[config.mk]
export PLATFORM = sky130hd
export DESIGN_NAME = linear_probe_hash_table
export DESIGN_NICKNAME = d
export VERILOG_FILES = /design/src/sv/lpht_pkg.sv /design/src/sv/lpht_rem_unit.sv /design/src/sv/lpht_store.sv /design/src/sv/linear_probe_hash_table.sv
export VERILOG_INCLUDE_DIRS = /design/src /design/src/sv
export SDC_FILE = /design/constraint.sdc
export NUM_CORES = 2
export LEC_CHECK = 0
export ABC_AREA = 0
export BUFFER_PORTS_ARGS = -buffer_cell sky130_fd_sc_hd__buf_2
export CAP_MARGIN = 10
export CORE_UTILIZATION = 40
export DETAILED_ROUTE_END_ITERATION = 8
export GPL_TIMING_DRIVEN = 0
export PLACE_DENSITY = 0.64
export SLEW_MARGIN = 20
export SYNTH_ARGS = -nofsm -noshare
export SYNTH_HDL_FRONTEND = slang
export SYNTH_SLANG_ARGS = --single-unit
[constraint.sdc]
create_clock -name clk -period 12 [get_ports clk]
set_input_delay 0 -clock clk [delete_from_list [all_inputs] [get_ports clk]]
set_output_delay 0 -clock clk [all_outputs]
set_load 0.03 [all_outputs]
[src/sv/linear_probe_hash_table_assert.svh]
// assertion macros for the linear probe hash table
// included by the top level, needs clk and arst_n in scope
`ifndef LINEAR_PROBE_HASH_TABLE_ASSERT_SVH
`define LINEAR_PROBE_HASH_TABLE_ASSERT_SVH
`ifndef SYNTH
`define LPHT_ASSERT_SAME(lbl, ante, cons) \
	lbl: assert property (@(posedge clk) disable iff (!arst_n) (ante) |-> (cons)) \
		else $error("%m: same-cycle check failed");
`define LPHT_ASSERT_NEXT(lbl, ante, cons) \
	lbl: assert property (@(posedge clk) disable iff (!arst_n) (ante) |=> (cons)) \
		else $error("%m: next-cycle check failed");
`else
`define LPHT_ASSERT_SAME(lbl, ante, cons)
`define LPHT_ASSERT_NEXT(lbl, ante, cons)
`endif
`endif

[src/sv/lpht_pkg.sv]
// shared types and constants of the linear probe hash table
// no dependencies
`timescale 1ns / 1ps
package lpht_pkg;
	localparam int DEFAULT_SLOTS      = 64;
	localparam int DEFAULT_KEY_BITS   = 32;
	localparam int DEFAULT_VALUE_BITS = 32;
	localparam int HASH_SHIFT         = 13;
	localparam int SIZE_BITS          = 7;
	localparam int MAX_SIZE           = (1 << SIZE_BITS) - 1;
	localparam int KEY_PORT_BITS      = 32;
	localparam int VALUE_PORT_BITS    = 32;
	localparam int DIGIT_BITS         = 4;
	localparam logic [SIZE_BITS-1:0] RESET_SIZE = SIZE_BITS'(50);

	localparam logic [1:0] ACT_PUT    = 2'd0;
	localparam logic [1:0] ACT_REMOVE = 2'd1;
	localparam logic [1:0] ACT_GET    = 2'd2;

	localparam logic [1:0] STATUS_DONE    = 2'd0;
	localparam logic [1:0] STATUS_FULL    = 2'd1;
	localparam logic [1:0] STATUS_MISSING = 2'd2;

	typedef enum logic [1:0] {
		S_IDLE,
		S_HASH,
		S_PROBE,
		S_FINISH
	} lpht_state_t;

	typedef struct packed {
		logic write_pair;
		logic set_used;
		logic clr_used;
	} lpht_wr_ctl_t;
endpackage

[src/sv/lpht_rem_unit.sv]
// iterative remainder unit: dividend mod divisor, DIGIT_BITS quotient bits per cycle
// depends on lpht_pkg
`timescale 1ns / 1ps
module lpht_rem_unit #(
	parameter int IN_BITS = 45,
	parameter int NW      = 7
) (
	input  logic               clk,
	input  logic               arst_n,
	input  logic               start,
	input  logic [IN_BITS-1:0] dividend,
	input  logic [NW-1:0]      divisor,
	output logic               busy,
	output logic [NW-1:0]      rem
);
	import lpht_pkg::*;

	localparam int STEPS = (IN_BITS + DIGIT_BITS - 1) / DIGIT_BITS;
	localparam int PW    = STEPS * DIGIT_BITS;
	localparam int CW    = $clog2(STEPS + 1);

	logic [PW-1:0] shreg_q;
	logic [NW-1:0] rem_q;
	logic [NW-1:0] rem_d;
	logic [CW-1:0] cnt_q;

	// restoring remainder, one shift-compare-subtract per bit
	always_comb begin
		logic [NW:0]   t;
		logic [NW-1:0] r;
		r = rem_q;
		for (int i = 0; i < DIGIT_BITS; i++) begin
			t = {r, shreg_q[PW-1-i]};
			if (t >= {1'b0, divisor})
				t = t - {1'b0, divisor};
			r = t[NW-1:0];
		end
		rem_d = r;
	end

	always_ff @(posedge clk or negedge arst_n) begin
		if (!arst_n) begin
			cnt_q <= '0;
		end else if (start) begin
			cnt_q <= CW'(STEPS);
		end else if (cnt_q != '0) begin
			cnt_q <= cnt_q - CW'(1);
		end
	end

	always_ff @(posedge clk) begin
		if (start) begin
			shreg_q <= PW'(dividend);
			rem_q   <= '0;
		end else if (cnt_q != '0) begin
			shreg_q <= shreg_q << DIGIT_BITS;
			rem_q   <= rem_d;
		end
	end

	assign busy = (cnt_q != '0);
	assign rem  = rem_q;
endmodule

[src/sv/lpht_store.sv]
// slot storage: valid bits in flops, key and value memories with registered read
// depends on lpht_pkg
`timescale 1ns / 1ps
module lpht_store #(
	parameter int DEPTH = 64,
	parameter int AW    = 6,
	parameter int KW    = 32,
	parameter int VW    = 32
) (
	input  logic                   clk,
	input  logic                   arst_n,
	input  logic [AW-1:0]          rd_addr,
	output logic                   rd_used,
	output logic [KW-1:0]          rd_key,
	output logic [VW-1:0]          rd_value,
	input  lpht_pkg::lpht_wr_ctl_t wr_ctl,
	input  logic [AW-1:0]          wr_addr,
	input  logic [KW-1:0]          wr_key,
	input  logic [VW-1:0]          wr_value
);
	import lpht_pkg::*;

	logic [DEPTH-1:0] used_q;
	logic [KW-1:0]    key_mem [DEPTH];
	logic [VW-1:0]    value_mem [DEPTH];

	always_ff @(posedge clk or negedge arst_n) begin
		if (!arst_n) begin
			used_q  <= '0;
			rd_used <= 1'b0;
		end else begin
			if (wr_ctl.set_used)
				used_q[wr_addr] <= 1'b1;
			else if (wr_ctl.clr_used)
				used_q[wr_addr] <= 1'b0;
			rd_used <= used_q[rd_addr];
		end
	end

	always_ff @(posedge clk) begin
		if (wr_ctl.write_pair) begin
			key_mem[wr_addr]   <= wr_key;
			value_mem[wr_addr] <= wr_value;
		end
		rd_key   <= key_mem[rd_addr];
		rd_value <= value_mem[rd_addr];
	end
endmodule

[src/sv/linear_probe_hash_table.sv]
// linear probe hash table, top level: sequencer, hash, probe walk and result register
// depends on lpht_pkg, lpht_rem_unit, lpht_store, linear_probe_hash_table_assert.svh
//
//   channel  | handshake              | payload
//   ---------+------------------------+-------------------------------
//   cfg      | cfg_valid / cfg_ready  | cfg_data (table_size)
//   req      | req_valid / req_ready  | action, key, value
//   rsp      | rsp_valid / rsp_ready  | status, found_value
//
// an item goes through the hash, then probes p slots, p being 1 to the active size:
// the home slot comes from the remainder unit, DIGIT_BITS bits a cycle over the
// (KW + 13)-bit hash, KW being KEY_BITS capped at the port width, then one slot
// is read per cycle from the key/value memory, each checked when its read returns
// reset clears every valid bit at once and sets table_size to 50
// req_ready is high only while the sequencer is idle; a finished item waits in
// the finish state until the response register is free
`timescale 1ns / 1ps
module linear_probe_hash_table #(
	parameter int SLOTS      = lpht_pkg::DEFAULT_SLOTS,
	parameter int KEY_BITS   = lpht_pkg::DEFAULT_KEY_BITS,
	parameter int VALUE_BITS = lpht_pkg::DEFAULT_VALUE_BITS
) (
	input  logic                                 clk,
	input  logic                                 arst_n,
	input  logic                                 cfg_valid,
	output logic                                 cfg_ready,
	input  logic [lpht_pkg::SIZE_BITS-1:0]       cfg_data,
	input  logic                                 req_valid,
	output logic                                 req_ready,
	input  logic [1:0]                           action,
	input  logic [lpht_pkg::KEY_PORT_BITS-1:0]   key,
	input  logic [lpht_pkg::VALUE_PORT_BITS-1:0] value,
	output logic                                 rsp_valid,
	input  logic                                 rsp_ready,
	output logic [1:0]                           status,
	output logic [lpht_pkg::VALUE_PORT_BITS-1:0] found_value
);
	import lpht_pkg::*;

	// table_size never exceeds MAX_SIZE, so deeper storage is never reached
	localparam int DEPTH = (SLOTS < MAX_SIZE) ? SLOTS : MAX_SIZE;
	localparam int AW    = $clog2(DEPTH);
	localparam int NW    = $clog2(DEPTH + 1);
	localparam int KW    = (KEY_BITS < KEY_PORT_BITS) ? KEY_BITS : KEY_PORT_BITS;
	localparam int VW    = (VALUE_BITS < VALUE_PORT_BITS) ? VALUE_BITS : VALUE_PORT_BITS;
	localparam int HW    = KW + HASH_SHIFT;

	lpht_state_t state_q, state_d;

	logic [SIZE_BITS-1:0] table_size_q;
	logic [NW-1:0]        n_c;

	// latched request
	logic [1:0]    act_q;
	logic [KW-1:0] key_q;
	logic [VW-1:0] val_q;

	// probe walk
	logic [AW-1:0] pos_q;
	logic [AW-1:0] pos_next;
	logic [NW-1:0] pos_inc;
	logic [NW-1:0] cnt_q;
	logic          chk_valid_s1;
	logic [AW-1:0] chk_addr_s1;
	logic          chk_last_s1;

	// sequencer outputs
	logic         req_accept;
	logic         probe_init;
	logic         issue;
	logic         res_load;
	logic         rsp_load;
	logic [1:0]   res_status_d;
	logic [VW-1:0] res_found_d;
	lpht_wr_ctl_t wr_ctl;

	// result holding and response register
	logic [1:0]    res_status_q;
	logic [VW-1:0] res_found_q;
	logic          rsp_valid_q;
	logic [1:0]    status_q;
	logic [VW-1:0] found_q;

	// remainder unit and store
	logic [HW-1:0] hash_c;
	logic          div_busy;
	logic [NW-1:0] div_rem;
	logic          rd_used;
	logic [KW-1:0] rd_key;
	logic [VW-1:0] rd_value;
	logic          key_match;

	// terms watched by the checks
	logic          slot_wr;
	logic          full_wait;

	// size register, size zero acts as one, above the depth acts as the depth
	assign cfg_ready = 1'b1;

	always_ff @(posedge clk or negedge arst_n) begin
		if (!arst_n)
			table_size_q <= RESET_SIZE;
		else if (cfg_valid && cfg_ready)
			table_size_q <= cfg_data;
	end

	always_comb begin
		if (table_size_q == '0)
			n_c = NW'(1);
		else if (table_size_q > SIZE_BITS'(DEPTH))
			n_c = NW'(DEPTH);
		else
			n_c = table_size_q[NW-1:0];
	end

	// home slot hash, taken straight from the ports at accept
	assign hash_c = HW'(key[KW-1:0]) ^ (HW'(key[KW-1:0]) << HASH_SHIFT);

	assign req_ready  = (state_q == S_IDLE);
	assign req_accept = req_valid && req_ready;

	lpht_rem_unit #(
		.IN_BITS (HW),
		.NW      (NW)
	) u_rem (
		.clk      (clk),
		.arst_n   (arst_n),
		.start    (req_accept),
		.dividend (hash_c),
		.divisor  (n_c),
		.busy     (div_busy),
		.rem      (div_rem)
	);

	lpht_store #(
		.DEPTH (DEPTH),
		.AW    (AW),
		.KW    (KW),
		.VW    (VW)
	) u_store (
		.clk      (clk),
		.arst_n   (arst_n),
		.rd_addr  (pos_q),
		.rd_used  (rd_used),
		.rd_key   (rd_key),
		.rd_value (rd_value),
		.wr_ctl   (wr_ctl),
		.wr_addr  (chk_addr_s1),
		.wr_key   (key_q),
		.wr_value (val_q)
	);

	assign key_match = rd_used && (rd_key == key_q);

	// step forward with wrap at the active size
	assign pos_inc  = NW'(pos_q) + NW'(1);
	assign pos_next = (pos_inc == n_c) ? '0 : pos_inc[AW-1:0];

	// sequencer
	always_comb begin
		state_d      = state_q;
		probe_init   = 1'b0;
		issue        = 1'b0;
		res_load     = 1'b0;
		rsp_load     = 1'b0;
		res_status_d = STATUS_DONE;
		res_found_d  = '0;
		wr_ctl       = '0;
		case (state_q)
			S_IDLE: begin
				if (req_valid) begin
					if (action inside {ACT_PUT, ACT_REMOVE, ACT_GET}) begin
						state_d = S_HASH;
					end else begin
						// unknown action: no state change, done with zero value
						state_d  = S_FINISH;
						res_load = 1'b1;
					end
				end
			end
			S_HASH: begin
				if (!div_busy) begin
					probe_init = 1'b1;
					state_d    = S_PROBE;
				end
			end
			S_PROBE: begin
				// keep reading ahead until one lap has been issued
				issue = (cnt_q != n_c);
				if (chk_valid_s1) begin
					if (act_q == ACT_PUT) begin
						if (!rd_used) begin
							wr_ctl.write_pair = 1'b1;
							wr_ctl.set_used   = 1'b1;
							res_load          = 1'b1;
							state_d           = S_FINISH;
						end else if (chk_last_s1) begin
							res_status_d = STATUS_FULL;
							res_load     = 1'b1;
							state_d      = S_FINISH;
						end
					end else begin
						if (key_match) begin
							if (act_q == ACT_REMOVE)
								wr_ctl.clr_used = 1'b1;
							else
								res_found_d = rd_value;
							res_load = 1'b1;
							state_d  = S_FINISH;
						end else if (chk_last_s1) begin
							res_status_d = STATUS_MISSING;
							res_load     = 1'b1;
							state_d      = S_FINISH;
						end
					end
				end
			end
			S_FINISH: begin
				if (!rsp_valid_q || rsp_ready) begin
					rsp_load = 1'b1;
					state_d  = S_IDLE;
				end
			end
			default: begin
				state_d = S_IDLE;
			end
		endcase
	end

	always_ff @(posedge clk or negedge arst_n) begin
		if (!arst_n)
			state_q <= S_IDLE;
		else
			state_q <= state_d;
	end

	// request capture
	always_ff @(posedge clk) begin
		if (req_accept) begin
			act_q <= action;
			key_q <= key[KW-1:0];
			val_q <= value[VW-1:0];
		end
	end

	// probe counters and the check stage behind the memory read
	always_ff @(posedge clk or negedge arst_n) begin
		if (!arst_n) begin
			cnt_q        <= '0;
			chk_valid_s1 <= 1'b0;
		end else begin
			if (probe_init)
				cnt_q <= '0;
			else if (issue)
				cnt_q <= cnt_q + NW'(1);
			chk_valid_s1 <= issue;
		end
	end

	always_ff @(posedge clk) begin
		if (probe_init)
			pos_q <= div_rem[AW-1:0];
		else if (issue)
			pos_q <= pos_next;
		if (issue) begin
			chk_addr_s1 <= pos_q;
			chk_last_s1 <= ((cnt_q + NW'(1)) == n_c);
		end
	end

	// result holding register
	always_ff @(posedge clk) begin
		if (res_load) begin
			res_status_q <= res_status_d;
			res_found_q  <= res_found_d;
		end
	end

	// response register, freed when the item is taken
	always_ff @(posedge clk or negedge arst_n) begin
		if (!arst_n)
			rsp_valid_q <= 1'b0;
		else if (rsp_load)
			rsp_valid_q <= 1'b1;
		else if (rsp_ready)
			rsp_valid_q <= 1'b0;
	end

	always_ff @(posedge clk) begin
		if (rsp_load) begin
			status_q <= res_status_q;
			found_q  <= res_found_q;
		end
	end

	assign rsp_valid   = rsp_valid_q;
	assign status      = status_q;
	assign found_value = VALUE_PORT_BITS'(found_q);

	// slot valid bit changes, and a full result waiting to go out
	assign slot_wr   = wr_ctl.set_used || wr_ctl.clr_used;
	assign full_wait = (state_q == S_FINISH) && (res_status_q == STATUS_FULL);

	`include "linear_probe_hash_table_assert.svh"

	// an accepted item always takes the sequencer out of idle
	`LPHT_ASSERT_NEXT(a_busy_after_accept, req_valid && req_ready, !req_ready)
	// the walk never issues more than one lap
	`LPHT_ASSERT_SAME(a_lap_bound, state_q == S_PROBE, cnt_q <= n_c)
	// slot writes come only from a checked slot during the walk
	`LPHT_ASSERT_SAME(a_write_in_walk, slot_wr, state_q == S_PROBE && chk_valid_s1)
	// full is reported for puts only
	`LPHT_ASSERT_SAME(a_full_on_put, full_wait, act_q == ACT_PUT)
endmodule

==> run summary <==
hold slack: 46.4 ps
Post-route DRC: 0
Final Util: 48.1%
total track usage: 21.1%
setup bufs post-CTS: 0
area share of and/or/nand/nor cells after synthesis: 1.18%
Synth Area in XOR/XNOR: 0.434%
routed wire length: 453 mm
DIE AREA: 427000 um2
Core ar.: 421000 um2
input/output buffers: 112
min cycle time layout: 9980 ps
CTS Root Cell: clkbuf_16
DRT iter0 DRCs: 10800
Setup Viol. Count Final: 0
Syn Area/Cell: 24.2 um2
main combinational cell family by area after synthesis: multiplexers
pre-CTS setup slack: 2380 ps
cell count after placement: 13200
slew margin rel.: 17.5%
Clock transition at path regs: 60 ps
sequential fraction of the synthesis area: 78.1%
status: finished clean
worst-case reg-to-reg path depth: 38
clock share of power: 32.4%
Avg WL per Cell: 32.0 um
die width: 653 um
Crit Path Category: reg2reg
largest stage delay on the critical path: 630 ps
Die H: 653 um
Seq pwr share: 43.0%
EDFF count, synth: 4288
ys flop type: edfxtp_1
Longest Clk Path Bufs: 4
critical path's slowest cell: nor2_1
Synth warnings: 0
area share of the leading cell type in the synthesized netlist: 75.9%
Max H-tree Level: 5
Synth Cell Area: 170000 um2
synthesized-area fraction occupied by adder cells: 0.283%
sw frac: 28.3%
placer congestion estimate: 0.851
Yosys cell types: 69
Crit Path Max Fanout: 10
skew final: 57.9 ps
detailed placement HPWL: 319 mm
Final Hold Vio Count: 0
hold crit path type: in2async
Final Slew Violations: 0
area delta synth->final: 19.5%
ranking of synthesized cells by area: edfxtp_1 76%, mux4_2 18%, dfrtp_1 1.2%
Synth Area in Compound Gates: 0.890%
via count: 82300
DR pass1 iterations: 7
#FFs+latches synth: 4449
Post-DRT Antenna Nets: 0
Final Cycle Share: 83.2%
PnR worst setup slack: 2020 ps
number of global-route vias before repair: 84000
Critical Path End Type: flip-flop
RSZ-0062 raised after global routing: false
Peak VDD IR: 507 uV
share of cells above drive strength 1: 32.4%
fillers: 33300
Max Clock Freq: 100 MHz
initial cell density of the core: 40.3%
Sink Count: 4449
max_cap viols: 0
NumNets Final: 8266
PwrDens: 208 nW/um2
Int Pwr: 0.0303 W
post-synthesis mux area share: 18.3%
CTS tree: yes
post-synthesis async set-or-reset flop share: 1.96%
Layout Cells excl Fill: 14200
Cell Rows: 238
antenna violations before repair: 28
syn_nets: 7126
vias per cell: 5.81
total grt overflow: 0
# IOs: 115
Yosys top cell by area: edfxtp_1
Cell Area, Placed: 187000 um2
Final Instance Area: 203000 um2
Arrival @ worst endpoint: 10830 ps
Most Frequent Cell on Critical Path: a21oi_1
Post-Syn Instances: 7012
P_leak: 64.1 nW
critical path startpoint category: flip-flop
Worst Tran Pin Value: 1240 ps
first-pass GRT wire length: 636 mm
Comb pwr share: 24.7%
latest clock arrival within the worst-skew pair: 980 ps
TritonCTS buffer count: 425
largest net degree at the start of global routing: 66
switching power: 0.0120 W
CP required: 12840 ps
-- flip-flops by register name (all words and copies together), names as in the netlist, named ones only --
register	flops
found_value	32
res_status_q	2
u_store.rd_value	32
u_store.key_mem	2048
rsp_valid	1
u_rem.rem	7
u_rem.shreg_q	48
table_size_q	7
chk_addr_s1	6
chk_valid_s1	1
u_store.rd_used	1
pos_q	6
key_q	32
chk_last_s1	1
cnt_q	7
u_rem.cnt_q	4
state_q	2
status	2
val_q	32
u_store.value_mem	2048
res_found_q	32
act_q	2
u_store.rd_key	32
-- layout by cell type, fill, tap and decap left out, drive strengths merged, types with 31 or more instances in the layout --
master and instances:
xnor2 38, inv 45, edfxtp 4288, dfrtp 84, dlygate4sd3 178, buf 624, o21ai 134, a21o 31
bufinv 50, mux4 1366, nand2 158, and2 36, nor2 105, dfxtp 74, xor2 46, ha 32
clkbuf 820, clkinv 154
-- synthesized netlist by cell type, types with 9 or more instances --
cell and instances:
edfxtp_1 4288, mux4_2 1366, clkbuf_1 238, nand2_1 158, o21ai_0 133, nor2_1 105
buf_1 100, dfrtp_1 84, dfxtp_1 74, xor2_1 46, xnor2_1 38, and2_1 36
ha_1 32, a21o_1 31, inv_1 31, nand3_1 22, a21oi_1 20, nor3_1 20
nor2b_1 17, and3_1 11, buf_2 11, mux2_2 11, nand2b_1 10, nor3b_1 10
o21a_1 10, mux2i_1 9, nor4_1 9
-- final cells by class --
cell class / count / area, um2 / area share, %
antenna: 14 / 35.0 / 0.0173
buffer: 352 / 1520 / 0.748
clock buffer: 557 / 11600 / 5.72
clock inverter: 236 / 2620 / 1.29
inverter: 32 / 120 / 0.0593
multi-input combinational: 2179 / 36200 / 17.9
sequential: 4449 / 132000 / 65.3
tap: 5640 / 7060 / 3.48
timing repair buffer: 713 / 11100 / 5.46
-- timing repair --
item	4_1_cts	5_1_grt
endpoints found under the hold margin	240	0
resized for setup	0	0
hold buffers	179	0
-- power groups by stage --
stage	clock network [W]	logic [W]	registers (W)
global placement	0	0.00930	0.0189
floorplan	0	0.00635	0.0187
global route	0.0144	0.0110	0.0182
CTS	0.0138	0.0104	0.0181
detailed placement	0	0.0103	0.0185
finish	0.0137	0.0104	0.0181
-- kinds of logic (layout without fill, tap and decap cells) --
group	after synthesis	in the layout
buffers and inverters	384	1890
AND/OR/NAND/NOR	426	426
multiplexers	1387	1387
other	1	15
adder cells (fa/ha/maj)	36	36
XOR/XNOR	84	84
flip-flops	4449	4449
AO/OA/AOI/OAI	245	245
-- critical path, delay by kind of cell, from the launching register on --
| kind | cells | cell delay (ps) |
|---|---|---|
| flops | 1 | 410 |
| fa+ha+maj | 5 | 1920 |
| compound gates | 18 | 4290 |
| mux | 2 | 700 |
| buf+inv | 5 | 730 |
| simple gates | 8 | 1800 |
-- stage by stage --
step / total power (W) / TNS (ps)
final: 0.0422 / 0
after global routing: 0.0436 / 0
after CTS: 0.0424 / 0
after detailed placement: 0.0288 / 0
after global placement: 0.0282 / -41090
after floorplan: 0.0250 / 0
-- final timing paths --
check | end | startpoint | slack [ps]
setup / recovery | u_rem.rem[1]$_SDFFE_PP0P_ | table_size_q[1]$_DFFE_PN1P_ | 2020
hold / removal | cnt_q[1]$_DFFE_PN0P_ | arst_n | 50
setup reg to reg | u_rem.rem[1]$_SDFFE_PP0P_ | table_size_q[1]$_DFFE_PN1P_ | 2020
hold reg to reg | found_value[8]$_DFFE_PP_ | res_found_q[8]$_SDFFCE_PP0P_ | 410
max in group asynchronous | async pin | arst_n | 11310
min in group clk | res_status_q[1]$_SDFFCE_PP0P_ | action[0] | 70
-- layer usage --
| layer | vias up | global-route usage (%) | routed length (um) |
|---|---|---|---|
| met5 | - | 0 | 27 |
| met3 | 787 | 4.09 | 40300 |
| met1 | 44700 | 27.6 | 170000 |
| met4 | 4 | 7.00 | 17300 |
| li1 | 32500 | - | - |
| met2 | 4331 | 35.4 | 226000 |
(Power assumes the default switching activity.)
